[src/hw/rtl/scfc_pkg.sv]
// shared types and constants for the sensor frame crc checker
// no dependencies
package scfc_pkg;

  localparam logic [7:0] CRC_POLY = 8'h31;
  localparam logic [7:0] CRC_INIT = 8'hFF;
  localparam logic [7:0] CRC_TOP  = 8'h80;

  // byte position codes within one reply frame
  localparam logic [2:0] POS_T_MSB = 3'd0;
  localparam logic [2:0] POS_T_LSB = 3'd1;
  localparam logic [2:0] POS_T_CRC = 3'd2;
  localparam logic [2:0] POS_H_MSB = 3'd3;
  localparam logic [2:0] POS_H_LSB = 3'd4;
  localparam logic [2:0] POS_H_CRC = 3'd5;

  typedef struct packed {
    logic [7:0] rx_byte;
    logic       abort;
  } in_item_t;

  typedef struct packed {
    logic [15:0] temperature_raw;
    logic [15:0] humidity_raw;
    logic        frame_valid;
  } out_item_t;

  // result handed from the frame stage to the output register
  typedef struct packed {
    logic      hit;
    out_item_t item;
  } scfc_res_t;

endpackage

[src/hw/rtl/scfc_crc8.sv]
// one byte step of crc-8, poly 0x31, msb first
// depends on scfc_pkg
module scfc_crc8 (
  input  logic [7:0] crc_in,
  input  logic [7:0] data_in,
  output logic [7:0] crc_out
);
  import scfc_pkg::*;

  logic [7:0] v;

  // eight shift steps flatten into a small xor network
  always_comb begin
    v = crc_in ^ data_in;
    for (int i = 0; i < 8; i++) begin
      if ((v & CRC_TOP) != 8'h00) begin
        v = {v[6:0], 1'b0} ^ CRC_POLY;
      end else begin
        v = {v[6:0], 1'b0};
      end
    end
    crc_out = v;
  end

endmodule

[src/hw/rtl/scfc_frame.sv]
// input register and frame state: byte position, running crc, held words
// depends on scfc_pkg and scfc_crc8
module scfc_frame (
  input  logic                clk,
  input  logic                rst_n,
  input  logic                in_valid,
  input  scfc_pkg::in_item_t  in_data,
  output logic                in_stall,
  input  logic                out_space,
  output logic                adv,
  output scfc_pkg::scfc_res_t res
);
  import scfc_pkg::*;

  logic        s1_valid_r, s1_valid_nxt;
  in_item_t    s1_data_r;
  logic [2:0]  pos_r, pos_nxt;
  logic [7:0]  crc_r, crc_nxt;
  logic        ok_r, ok_nxt;
  logic [15:0] held_t_r, held_t_nxt;
  logic [15:0] held_h_r, held_h_nxt;
  logic [15:0] pend_t_r, pend_t_nxt;
  logic [7:0]  pend_h_r, pend_h_nxt;
  logic [7:0]  crc_step;
  logic        in_take;

  scfc_crc8 u_crc (
    .crc_in  (crc_r),
    .data_in (s1_data_r.rx_byte),
    .crc_out (crc_step)
  );

  // next frame state and result for the item in the input register
  always_comb begin
    pos_nxt    = pos_r;
    crc_nxt    = crc_r;
    ok_nxt     = ok_r;
    held_t_nxt = held_t_r;
    held_h_nxt = held_h_r;
    pend_t_nxt = pend_t_r;
    pend_h_nxt = pend_h_r;
    res.hit                  = 1'b0;
    res.item.temperature_raw = held_t_r;
    res.item.humidity_raw    = held_h_r;
    res.item.frame_valid     = 1'b0;
    if (s1_valid_r) begin
      if (s1_data_r.abort) begin
        pos_nxt = POS_T_MSB;
        crc_nxt = CRC_INIT;
        ok_nxt  = 1'b0;
        res.hit = 1'b1;
      end else begin
        case (pos_r)
          POS_T_MSB: begin
            pend_t_nxt = {s1_data_r.rx_byte, 8'h00};
            crc_nxt    = crc_step;
            pos_nxt    = POS_T_LSB;
          end
          POS_T_LSB: begin
            pend_t_nxt = {pend_t_r[15:8], s1_data_r.rx_byte};
            crc_nxt    = crc_step;
            pos_nxt    = POS_T_CRC;
          end
          POS_T_CRC: begin
            ok_nxt  = (crc_r == s1_data_r.rx_byte);
            crc_nxt = CRC_INIT;
            pos_nxt = POS_H_MSB;
          end
          POS_H_MSB: begin
            pend_h_nxt = s1_data_r.rx_byte;
            crc_nxt    = crc_step;
            pos_nxt    = POS_H_LSB;
          end
          POS_H_LSB: begin
            crc_nxt    = crc_step;
            held_h_nxt = {pend_h_r, s1_data_r.rx_byte};
            pos_nxt    = POS_H_CRC;
          end
          POS_H_CRC: begin
            held_t_nxt = pend_t_r;
            pos_nxt    = POS_T_MSB;
            crc_nxt    = CRC_INIT;
            ok_nxt     = 1'b0;
            res.hit                  = 1'b1;
            res.item.temperature_raw = pend_t_r;
            res.item.frame_valid     = ok_r && (crc_r == s1_data_r.rx_byte);
          end
          default: begin
            pos_nxt = POS_T_MSB;
            crc_nxt = CRC_INIT;
            ok_nxt  = 1'b0;
          end
        endcase
      end
    end
  end

  // item leaves the input register unless its result finds no room
  assign adv      = s1_valid_r && (!res.hit || out_space);
  assign in_stall = s1_valid_r && !adv;
  assign in_take  = in_valid && !in_stall;

  always_comb begin
    s1_valid_nxt = s1_valid_r;
    if (!s1_valid_r || adv) begin
      s1_valid_nxt = in_valid;
    end
  end

  always_ff @(posedge clk) begin
    if (!rst_n) begin
      s1_valid_r <= 1'b0;
      pos_r      <= POS_T_MSB;
      crc_r      <= CRC_INIT;
      ok_r       <= 1'b0;
      held_t_r   <= 16'h0000;
      held_h_r   <= 16'h0000;
    end else begin
      s1_valid_r <= s1_valid_nxt;
      if (adv) begin
        pos_r    <= pos_nxt;
        crc_r    <= crc_nxt;
        ok_r     <= ok_nxt;
        held_t_r <= held_t_nxt;
        held_h_r <= held_h_nxt;
      end
    end
  end

  always_ff @(posedge clk) begin
    if (in_take) begin
      s1_data_r <= in_data;
    end
    if (adv) begin
      pend_t_r <= pend_t_nxt;
      pend_h_r <= pend_h_nxt;
    end
  end

endmodule

[src/hw/rtl/scfc_out_reg.sv]
// result register on the out channel
// depends on scfc_pkg
module scfc_out_reg (
  input  logic                clk,
  input  logic                rst_n,
  input  logic                adv,
  input  scfc_pkg::scfc_res_t res,
  output logic                out_space,
  output logic                out_valid,
  output scfc_pkg::out_item_t out_data,
  input  logic                out_stall
);
  import scfc_pkg::*;

  logic      out_valid_r, out_valid_nxt;
  out_item_t out_data_r;
  logic      load;

  assign out_space = !out_valid_r || !out_stall;
  assign load      = adv && res.hit;

  always_comb begin
    out_valid_nxt = out_valid_r;
    if (load) begin
      out_valid_nxt = 1'b1;
    end else if (!out_stall) begin
      out_valid_nxt = 1'b0;
    end
  end

  always_ff @(posedge clk) begin
    if (!rst_n) begin
      out_valid_r <= 1'b0;
    end else begin
      out_valid_r <= out_valid_nxt;
    end
  end

  always_ff @(posedge clk) begin
    if (load) begin
      out_data_r <= res.item;
    end
  end

  assign out_valid = out_valid_r;
  assign out_data  = out_data_r;

endmodule

[src/hw/rtl/sensor_frame_crc_check.sv]
// top level of the sensor reply frame crc checker
// depends on scfc_pkg, scfc_frame, scfc_crc8 and scfc_out_reg
// usage:
//   in channel: one received reply byte per transaction, six bytes a frame:
//   temperature msb, lsb, crc, then humidity msb, lsb, crc. a transaction
//   with abort set (address not acked) ignores its byte and restarts the frame
//   out channel: one transaction per complete frame or per abort, carrying
//   the raw temperature and humidity words and frame_valid, which is set
//   only when both crc-8 checks (poly 0x31, init 0xff, msb first) pass;
//   an abort returns the last held words with frame_valid low
//   note: the humidity word is taken at its lsb byte, so an abort on the
//   humidity crc byte already reports the new humidity word
//   path: an accepted byte is registered in the input register, and its
//   result (if any) is registered in the output register
//   throughput: one byte per cycle unless a result is held by out_stall; the
//   crc step is an xor network from the input register to the running crc register
//   stall: a stalled result holds in the output register; a byte with a result
//   behind it waits in the input register and in_stall rises only then
//   reset: synchronous, clears both valid flags, restarts the frame and
//   clears the held words to zero
module sensor_frame_crc_check (
  input  logic                clk,
  input  logic                rst_n,
  input  logic                in_valid,
  input  scfc_pkg::in_item_t  in_data,
  output logic                in_stall,
  output logic                out_valid,
  output scfc_pkg::out_item_t out_data,
  input  logic                out_stall
);
  import scfc_pkg::*;

  // result of the frame stage, and its move into the output register
  scfc_res_t res;
  logic      adv;
  logic      out_space;

  // input register, frame state and crc step
  scfc_frame u_frame (
    .clk       (clk),
    .rst_n     (rst_n),
    .in_valid  (in_valid),
    .in_data   (in_data),
    .in_stall  (in_stall),
    .out_space (out_space),
    .adv       (adv),
    .res       (res)
  );

  // result register, frees up in the same cycle it is taken
  scfc_out_reg u_out (
    .clk       (clk),
    .rst_n     (rst_n),
    .adv       (adv),
    .res       (res),
    .out_space (out_space),
    .out_valid (out_valid),
    .out_data  (out_data),
    .out_stall (out_stall)
  );

endmodule

[config.mk]
export PLATFORM = sky130hd
export DESIGN_NAME = sensor_frame_crc_check
export DESIGN_NICKNAME = d
export VERILOG_FILES = /design/src/hw/rtl/scfc_pkg.sv /design/src/hw/rtl/scfc_crc8.sv /design/src/hw/rtl/scfc_frame.sv /design/src/hw/rtl/scfc_out_reg.sv /design/src/hw/rtl/sensor_frame_crc_check.sv
export SDC_FILE = /design/constraint.sdc
export NUM_CORES = 1
export LEC_CHECK = 0
export BUFFER_PORTS_ARGS = -buffer_cell sky130_fd_sc_hd__buf_2
export CAP_MARGIN = 20
export CORE_ASPECT_RATIO = 0.5
export CORE_MARGIN = 2
export CORE_UTILIZATION = 60
export DETAILED_ROUTE_END_ITERATION = 7
export PLACE_DENSITY = 0.84
export SLEW_MARGIN = 10
export SYNTH_ARGS = -nofsm -noshare
export SYNTH_HDL_FRONTEND = slang
export SYNTH_SLANG_ARGS = --single-unit
[constraint.sdc]
create_clock -name clk -period 5.6 [get_ports clk]
set_clock_uncertainty 0.1 [all_clocks]
set_input_delay 0.56 -clock clk [delete_from_list [all_inputs] [get_ports clk]]
set_output_delay 0.56 -clock clk [all_outputs]
set_load 0.05 [all_outputs]
* Word-level counts from Yosys, hierarchy flattened
Index checks and enable logic that the tools add are counted.
** Storage, ports and cells
- Bits in registers :: 112
- Input bits :: 13
- Output and inout bits :: 35
- Logic and storage cells :: 82
** Cells by class
- Equal/unequal tests :: 8
- Multiplexer cells :: 21
- Bitwise gates (word level) :: 13
- Reduce and logical (&&, ||, !) cells :: 25
** Operator list (count)
- two-way mux 6 bit :: 8
- two-way mux 17 bit :: 2
- case mux 16 bit (2 select lines) :: 1
- NOT 3 bit :: 8
- two-way mux 16 bit :: 1
- two-way mux 8 bit :: 2
- AND reduction 4 bit :: 4
- case mux 3 bit (5 select lines) :: 1
- equality test 8 bit :: 1
- bitwise XOR 8 bit :: 1
- equality test 3 x 2 -> 1 bit, second input constant :: 2
- equality test 3 bit, second input constant :: 2
- logical NOT 1 bit :: 6
- logical AND 1 bit :: 5
- AND reduction 5 bit :: 1
- two-way mux 1 bit :: 4
- != test 2 x 1 -> 1 bit, second input constant :: 2
- NOT 1 bit :: 4
- OR reduction 4 bit :: 1
- equality test 3 x 1 -> 1 bit, second input constant :: 1
- logical NOT 3 bit :: 1
- logical OR 1 bit :: 3
- two-way mux 3 bit :: 1
- AND reduction 3 bit :: 1
- other kinds (4) :: 4

* Longest topological paths before layout
Gate-level depths: netlist (run 1).
- Depth after elaboration :: 19
- Gate-level depth with buffers :: 8
- Mapped depth without buffers :: 5

* Modules after synthesis
A second synthesis (run 1) with hierarchy kept.
** Second synthesis, totals
- Cell total of the unflattened synthesis :: 365
- Area total of the unflattened synthesis :: 4636.9 um^2
** Modules (own cells, without submodules)
- scfc_frame :: instances 1, cells each 306, area an instance 3365.7 um^2
- scfc_out_reg :: instances 1, cells each 38, area an instance 1036.0 um^2
- scfc_crc8 :: instances 1, cells each 21, area an instance 235.2 um^2

* Least setup slack after synthesis (run 1)
OpenSTA, ideal clock, no wires.
- Kind :: reg2reg
- Start point :: register u_frame.pos_r[1]
- End point :: register u_out.out_data_r (netlist bit u_out.out_data[0]), enable pin
- Arrival :: 2597 ps
- Required time :: 5066 ps
- Setup slack :: 2468 ps
- Cell stages (with the launch flop) :: 7
- Buffers on the path :: 2
- Clock period less this slack :: 3132 ps
- Cell sequence :: dfxtp_1 buf_2 nor2b_1 clkbuf_2 a21oi_1 nand2b_1 a21oi_1
** Between the ends
- Longest elaborated chain between the ends :: 8
** Ends and longest elaborated chain
- start, declared :: line scfc_frame.sv:17 : logic [2:0] pos_r, pos_nxt;
- start signal, assigned :: line scfc_frame.sv:121 : pos_r <= pos_nxt;
- equality test 3 bit * :: line scfc_frame.sv:53 : case (pos_r)
- two-way mux 17 bit * :: line scfc_frame.sv:53
- two-way mux 1 bit * :: line scfc_frame.sv:47 : if (s1_data_r.abort) begin
- two-way mux 17 bit * :: line scfc_frame.sv:46 : if (s1_valid_r) begin
- logical NOT 1 bit :: line scfc_frame.sv:99 : assign adv = s1_valid_r && (!res.hit || out_space);
- logical OR 1 bit :: line scfc_frame.sv:99
- logical AND 1 bit :: line scfc_frame.sv:99
- logical AND 1 bit * :: line scfc_out_reg.sv:20 : assign load = adv && res.hit;
- net u_out.load :: line scfc_out_reg.sv:17 : logic load;
- end signal, assigned :: line scfc_out_reg.sv:41 : out_data_r <= res.item;
- end, declared :: line scfc_out_reg.sv:16 : out_item_t out_data_r;
Mark *: on every way through the listed nets, which the timed path passes. The rest lies on a longest branch.
A chain may end at the register's enable or synchronous reset.

* Worst setup path after layout (run 1)
- Start point :: register u_frame.pos_r[0]
- End point :: output port in_stall
** Between the ends
- Longest elaborated chain between the ends :: 9
** Ends and longest elaborated chain
- equality test 3 bit :: line scfc_frame.sv:53
- two-way mux 17 bit :: line scfc_frame.sv:53
- two-way mux 1 bit :: line scfc_frame.sv:47
- two-way mux 17 bit :: line scfc_frame.sv:46
- logical NOT 1 bit :: line scfc_frame.sv:99
- logical OR 1 bit :: line scfc_frame.sv:99
- logical AND 1 bit :: line scfc_frame.sv:99
- logical NOT 1 bit :: line scfc_frame.sv:100 : assign in_stall = s1_valid_r && !adv;
- logical AND 1 bit :: line scfc_frame.sv:100
- end, declared :: line sensor_frame_crc_check.sv:26 : output logic in_stall,
Every way passes these cells.

==> flow_summary.yaml, run 1 <==
global_route:
  antenna_found_initial: 0
  grt_overflow: 0
  grt_pass1_vias: 2645
  grt_usage_pct: 21.6
  grt_max_degree: 40
  grt_pass1_wl_mm: 13.2
timing:
  fin_crit_sh_pct: 52.7
  slew_headroom_pct: 33.6
  max_freq_mhz: 339
  finalHoldViolations: 0
  finalMaxSlewViolations: 0
  layout_setup_ws_ns: 2.65
  fin_crit_ns: 2.95
  setup_tns_ns: 0
  report.final.setup_viol: 0
  worstMarginPinSlew_ns: 0.994
  rsz0062_at_grt: "no"
placed_design:
  io_buffers: 47
  place_congestion: 0.883
  dp_slack_ns: 2.97
  hpwl_mm: 5.44
routing:
  avgViaCountPerCell: 5.51
  first_iter_violations: 377
  drc: 0
  drt-total-wl_mm: 8.46
  routedWlPerCell_um: 17.2
  ant_nets: 0
  dr.pass1.iters: 4
  num_vias: 2710
clock_tree:
  cts_resized: 0
  cts_buffers: 9
  clk_latency_ns: 0.35
  cts_tree: "yes"
  htree_levels: 3
  post-cts-setup-buffers: 0
  path_clk_slew_ns: 0.07
  root_buffer: "clkbuf_16"
  postCtsHoldBufs: 0
  clock_sinks: 112
  clockBufferDepth: 2
synthesis:
  synth_area_leaders: "edfxtp_1 44%, dfxtp_1 20%, nand2_1 6.5%"
  netlist.top_cell.by_area: "edfxtp_1"
  synth_top_cell_area_share_pct: 44.1
  avgSynthCellArea_um2: 13.0
  synth.distinct_cells: 40
  synth_warnings: 0
  ys_seq_area_share_pct: 64.6
  synth_area_um2: 4500
  netlist_instances: 347
  syn_nets: 360
  ys_ff_latch: 112
floorplan:
  die_width_um: 126
  die_h_um: 65.2
  num_rows: 22
  io_pins: 48
  initial_core_util_pct: 61.6
  die_area_um2: 8250
  core_um2: 7290
flow_run:
  drv_cap: 0
final_layout:
  final_common_cell: "nand2_1"
  finalNetCount: 404
  drive_above_1_share_pct: 24.5
  final_cell_mix: "78 x nand2_1, 66 x edfxtp_1, 49 x buf_2, 46 x dfxtp_1, 17 x a21boi_0"
  fill_cells: 476
  area_growth_pct: 13.1
  regArea_um2: 2900
  multi_input_area_um2: 1500
  diodes: 0
setup_path:
  worstPathArrival_ns: 2.29
  required_ns: 4.94
  worstPathMaxFanout: 10
  r2r_slack_ns: 2.96
  setup.worst_path.class: "register to primary output"
  end_kind: "primary output"
  start_kind: "register"
power:
  power_density_nw_per_um2: 333
  p_leak_nw: 1.90
  irDropWorstVdd_v: 0.000196
worst_hold_path:
  hp-class: "input pin to register"
outcome:
  status: "finished, final reports clean"
final timing paths:
kind | from | endpoint | cells past startpoint
worst max-delay path | u_frame.pos_r[0]$_SDFFE_PN0P_ | in_stall | 5
worst min-delay path | in_data[6] | u_frame.s1_data_r[6]$_DFFE_PP_ | 1
worst max register to register | u_frame.pos_r[1]$_SDFFE_PN0P_ | u_frame.held_t_r[6]$_SDFFE_PN0P_ | 5
worst min register to register | u_frame.held_h_r[13]$_SDFFE_PN0P_ | u_out.out_data[14]$_DFFE_PP_ | 0
through the flow:
step                cells  util [%]  hold slack [ns]  power [W]  instance area (um2)
floorplan             347         -            0.308    0.00107                 4500
global placement      473      65.4            0.310    0.00110                 4770
detailed placement    473      65.4            0.316    0.00111                 4770
CTS                   489      69.2            0.277    0.00170                 5050
global route          492      69.7            0.285    0.00175                 5090
finish                492      69.7            0.286    0.00170                 5090
cell usage after synthesis, drive strengths merged:
| cell type | n |
|---|---|
| a21boi | 33 |
| and2 | 2 |
| nor3 | 5 |
| or2 | 1 |
| mux2i | 2 |
| nand3 | 1 |
| or3 | 1 |
| a22o | 1 |
| a211oi | 1 |
| nand2 | 78 |
| o211ai | 4 |
| dfxtp | 46 |
| and2b | 1 |
| xor2 | 2 |
| o311ai | 1 |
| and3 | 11 |
| nor4 | 1 |
| nor2b | 12 |
| edfxtp | 66 |
| inv | 2 |
| o21a | 2 |
| nand4 | 1 |
| buf | 11 |
| mux2 | 16 |
| clkbuf | 6 |
| a211o | 1 |
| xnor2 | 17 |
| nand2b | 2 |
| xor3 | 2 |
| xnor3 | 4 |
| nor2 | 8 |
| a21oi | 6 |
worst max-delay path, cell delays in order, from the launching register on:
cell and delay (ns):
dfxtp_1 0.45, nor2b_1 0.51, a21oi_1 0.17, nand2b_1 0.23, nor2_1 0.25, buf_2 0.32
sequential cells by signal, summed over array words and instances (netlist names):
register            cells
u_out.out_data         33
u_frame.held_h_r       16
u_frame.held_t_r       16
u_frame.pend_t_r       16
u_frame.s1_data_r       9
u_frame.crc_r           8
u_frame.pend_h_r        8
u_frame.pos_r           3
u_frame.ok_r            1
u_frame.s1_valid_r      1
u_out.out_valid         1
power breakdown:
group          switching, W  internal [W]  total (W)  leakage (nW)
logic             0.0000925     0.0000876   0.000180         0.771
clock network      0.000285      0.000317   0.000602         0.133
registers         0.0000221      0.000892   0.000914          1.00
total              0.000399       0.00130    0.00170          1.90
metal layers:
| metal | wire [um] | part of all wire, % | up-vias | track usage, % |
|---|---|---|---|---|
| met2 | 4190 | 50 | 109 | 37.6 |
| li1 | - | - | 1298 | - |
| met3 | 686 | 8.1 | 17 | 5.37 |
| met4 | 170 | 2.0 | 0 | 8.38 |
| met5 | 0 | 0 | - | 0 |
| met1 | 3410 | 40 | 1286 | 26.6 |
logic make-up after synthesis:
family,after synthesis,synth area share [%]
flops,112,64.6
xor+xnor,25,7.10
buf+inv,19,2.28
mux,18,4.45
simple gates,124,12.7
compound gates,49,8.93
final cells by class:
type | instances | share of cell area (%)
multi-input combinational | 216 | 29.5
clock inverter | 5 | 0.762
timing repair buffer | 50 | 5.36
tap | 96 | 2.36
sequential | 112 | 57.1
inverter | 2 | 0.148
clock buffer | 11 | 4.77
(Power assumes the default switching activity.)
==> run 2: changes to the inputs <==
CORE_UTILIZATION = 58   (was 60)
PLACE_DENSITY = 0.82   (was 0.84)
clock period = 2.9 ns   (was 5.6 ns; I/O delays follow)
==> run 2 against run 1 <==
Against the previous run:
- non-clock buffer count increased by 4
- cell count is 0.81% higher
- via count decreased by 0.55%
- sequential share of layout area down 0.64 points
- count of clock-buffer cells in the layout is 2 lower
- utilization shrank 0.52 points
- final area grew 1.1%
- total power grew 100%
- first-iteration DRC count is 40% lower
- die area is 3.3% higher
- flip-flop and latch count unchanged
- critical path type unchanged
==> flow_summary.yaml, run 2 (synthesized netlist as in run 1, its figures left out) <==
clock_tree:
  cts_resized: 0
  post-cts-setup-buffers: 0
  cts_buffers: 9
  clock_sinks: 112
  path_clk_slew_ns: 0.07
  postCtsHoldBufs: 0
  clockBufferDepth: 2
  clk_latency_ns: 0.34
  htree_levels: 3
  root_buffer: "clkbuf_16"
  cts_tree: "yes"
setup_path:
  worstPathMaxFanout: 11
  r2r_start: "u_frame.pos_r[1]$_SDFFE_PN0P_"
  end_kind: "primary output"
  startpoint: "u_frame.pos_r[1]$_SDFFE_PN0P_"
  setup.worst_path.class: "register to primary output"
  worstPathArrival_ns: 2.20
  required_ns: 2.51
  start_kind: "register"
timing:
  max_freq_mhz: 386
  report.final.setup_viol: 0
  worstMarginPinSlew_ns: 0.729
  setup_tns_ns: 0
  fin_crit_ns: 2.59
  rsz0062_at_grt: "no"
  slew_headroom_pct: 51.3
  finalHoldViolations: 0
  layout_setup_ws_ns: 0.307
  finalMaxSlewViolations: 0
  fin_crit_sh_pct: 89.4
worst_hold_path:
  worstHoldStart: "in_data[2]"
  hp-class: "input pin to register"
global_route:
  grt_util_met3_pct: 5.58
  use_met2_pct: 34.6
  grt_max_degree: 40
  grt_usage_pct: 21.7
  grt.met1_usage_pct: 29.7
  grt_pass1_vias: 2678
  antenna_found_initial: 0
  grt_overflow: 0
  grt_pass1_wl_mm: 13.6
  top_usage_layer: "met2"
floorplan:
  die_width_um: 129
  num_rows: 22
  core_um2: 7430
  initial_core_util_pct: 60.5
  die_area_um2: 8520
  io_pins: 48
  die_h_um: 66.3
routing:
  avgViaCountPerCell: 5.43
  num_vias: 2695
  routedWlPerCell_um: 17.0
  first_iter_violations: 227
  drc: 0
  ant_nets: 0
  drt-total-wl_mm: 8.43
  dr.pass1.iters: 4
final_layout:
  final_common_cell: "nand2_1"
  drive_above_1_share_pct: 25.3
  finalNetCount: 408
  fill_cells: 525
  final_cell_mix: "78 x nand2_1, 66 x edfxtp_1, 47 x buf_2, 46 x dfxtp_1, 17 x a21boi_0"
  area_growth_pct: 14.4
  fin_cells: 496
  diodes: 0
  largest_register_ffs: 33
power:
  power_density_nw_per_um2: 666
  p_leak_nw: 1.94
  irDropWorstVdd_v: 0.000415
placed_design:
  dp_slack_ns: 0.556
  place_congestion: 0.914
  io_buffers: 47
  hpwl_mm: 5.64
  dp_cells: 480
flow_run:
  drv_cap: 0
outcome:
  status: "finished, final reports clean"
run 2: critical path, stage by stage, from the launching register on:
cell      delay (ns)
dfxtp_1         0.43
nor2b_1         0.48
a21oi_1         0.17
nand2b_1        0.24
nor2_1          0.23
buf_2           0.31
run 2: final timing paths:
kind	end	depth (start not counted)	slack [ns]
worst max-delay path	in_stall	5	0.31
worst min-delay path	u_frame.s1_data_r[2]$_DFFE_PP_	1	0.02
worst max register to register	u_frame.s1_data_r[8]$_DFFE_PP_	5	0.48
worst min register to register	u_out.out_data[11]$_DFFE_PP_	0	0.33
run 2: per-stage QoR:
step	total power, W	hold slack, ns	utilization, %	cell area [um2]
floorplan	0.00207	0.289	-	4500
global placement	0.00212	0.309	64.9	4820
detailed placement	0.00214	0.316	64.9	4820
CTS	0.00345	0.00716	69.2	5140
global route	0.00354	0.00182	69.2	5140
finish	0.00343	0.0161	69.2	5140
run 2: layout make-up:
cell class / instances / area [um2] / area share, %
timing repair buffer: 54 / 288 / 5.59
multi-input combinational: 216 / 1500 / 29.2
clock inverter: 7 / 98.8 / 1.92
inverter: 2 / 7.51 / 0.146
tap: 96 / 120 / 2.33
sequential: 112 / 2900 / 56.4
clock buffer: 9 / 225 / 4.38
run 2: per-layer routing:
| metal | share of wire (%) | vias to the layer above |
|---|---|---|
| li1 | - | 1308 |
| met1 | 46 | 1291 |
| met2 | 46 | 83 |
| met3 | 6.3 | 13 |
| met4 | 1.6 | 0 |
| met5 | 0 | - |
run 2: where the power goes:
group	leakage [nW]	switching, W	total, W	internal, W
Sequential	1.00	0.0000426	0.00176	0.00172
Clock	0.159	0.000559	0.00133	0.000767
Combinational	0.784	0.000171	0.000339	0.000168
Total	1.94	0.000772	0.00343	0.00266
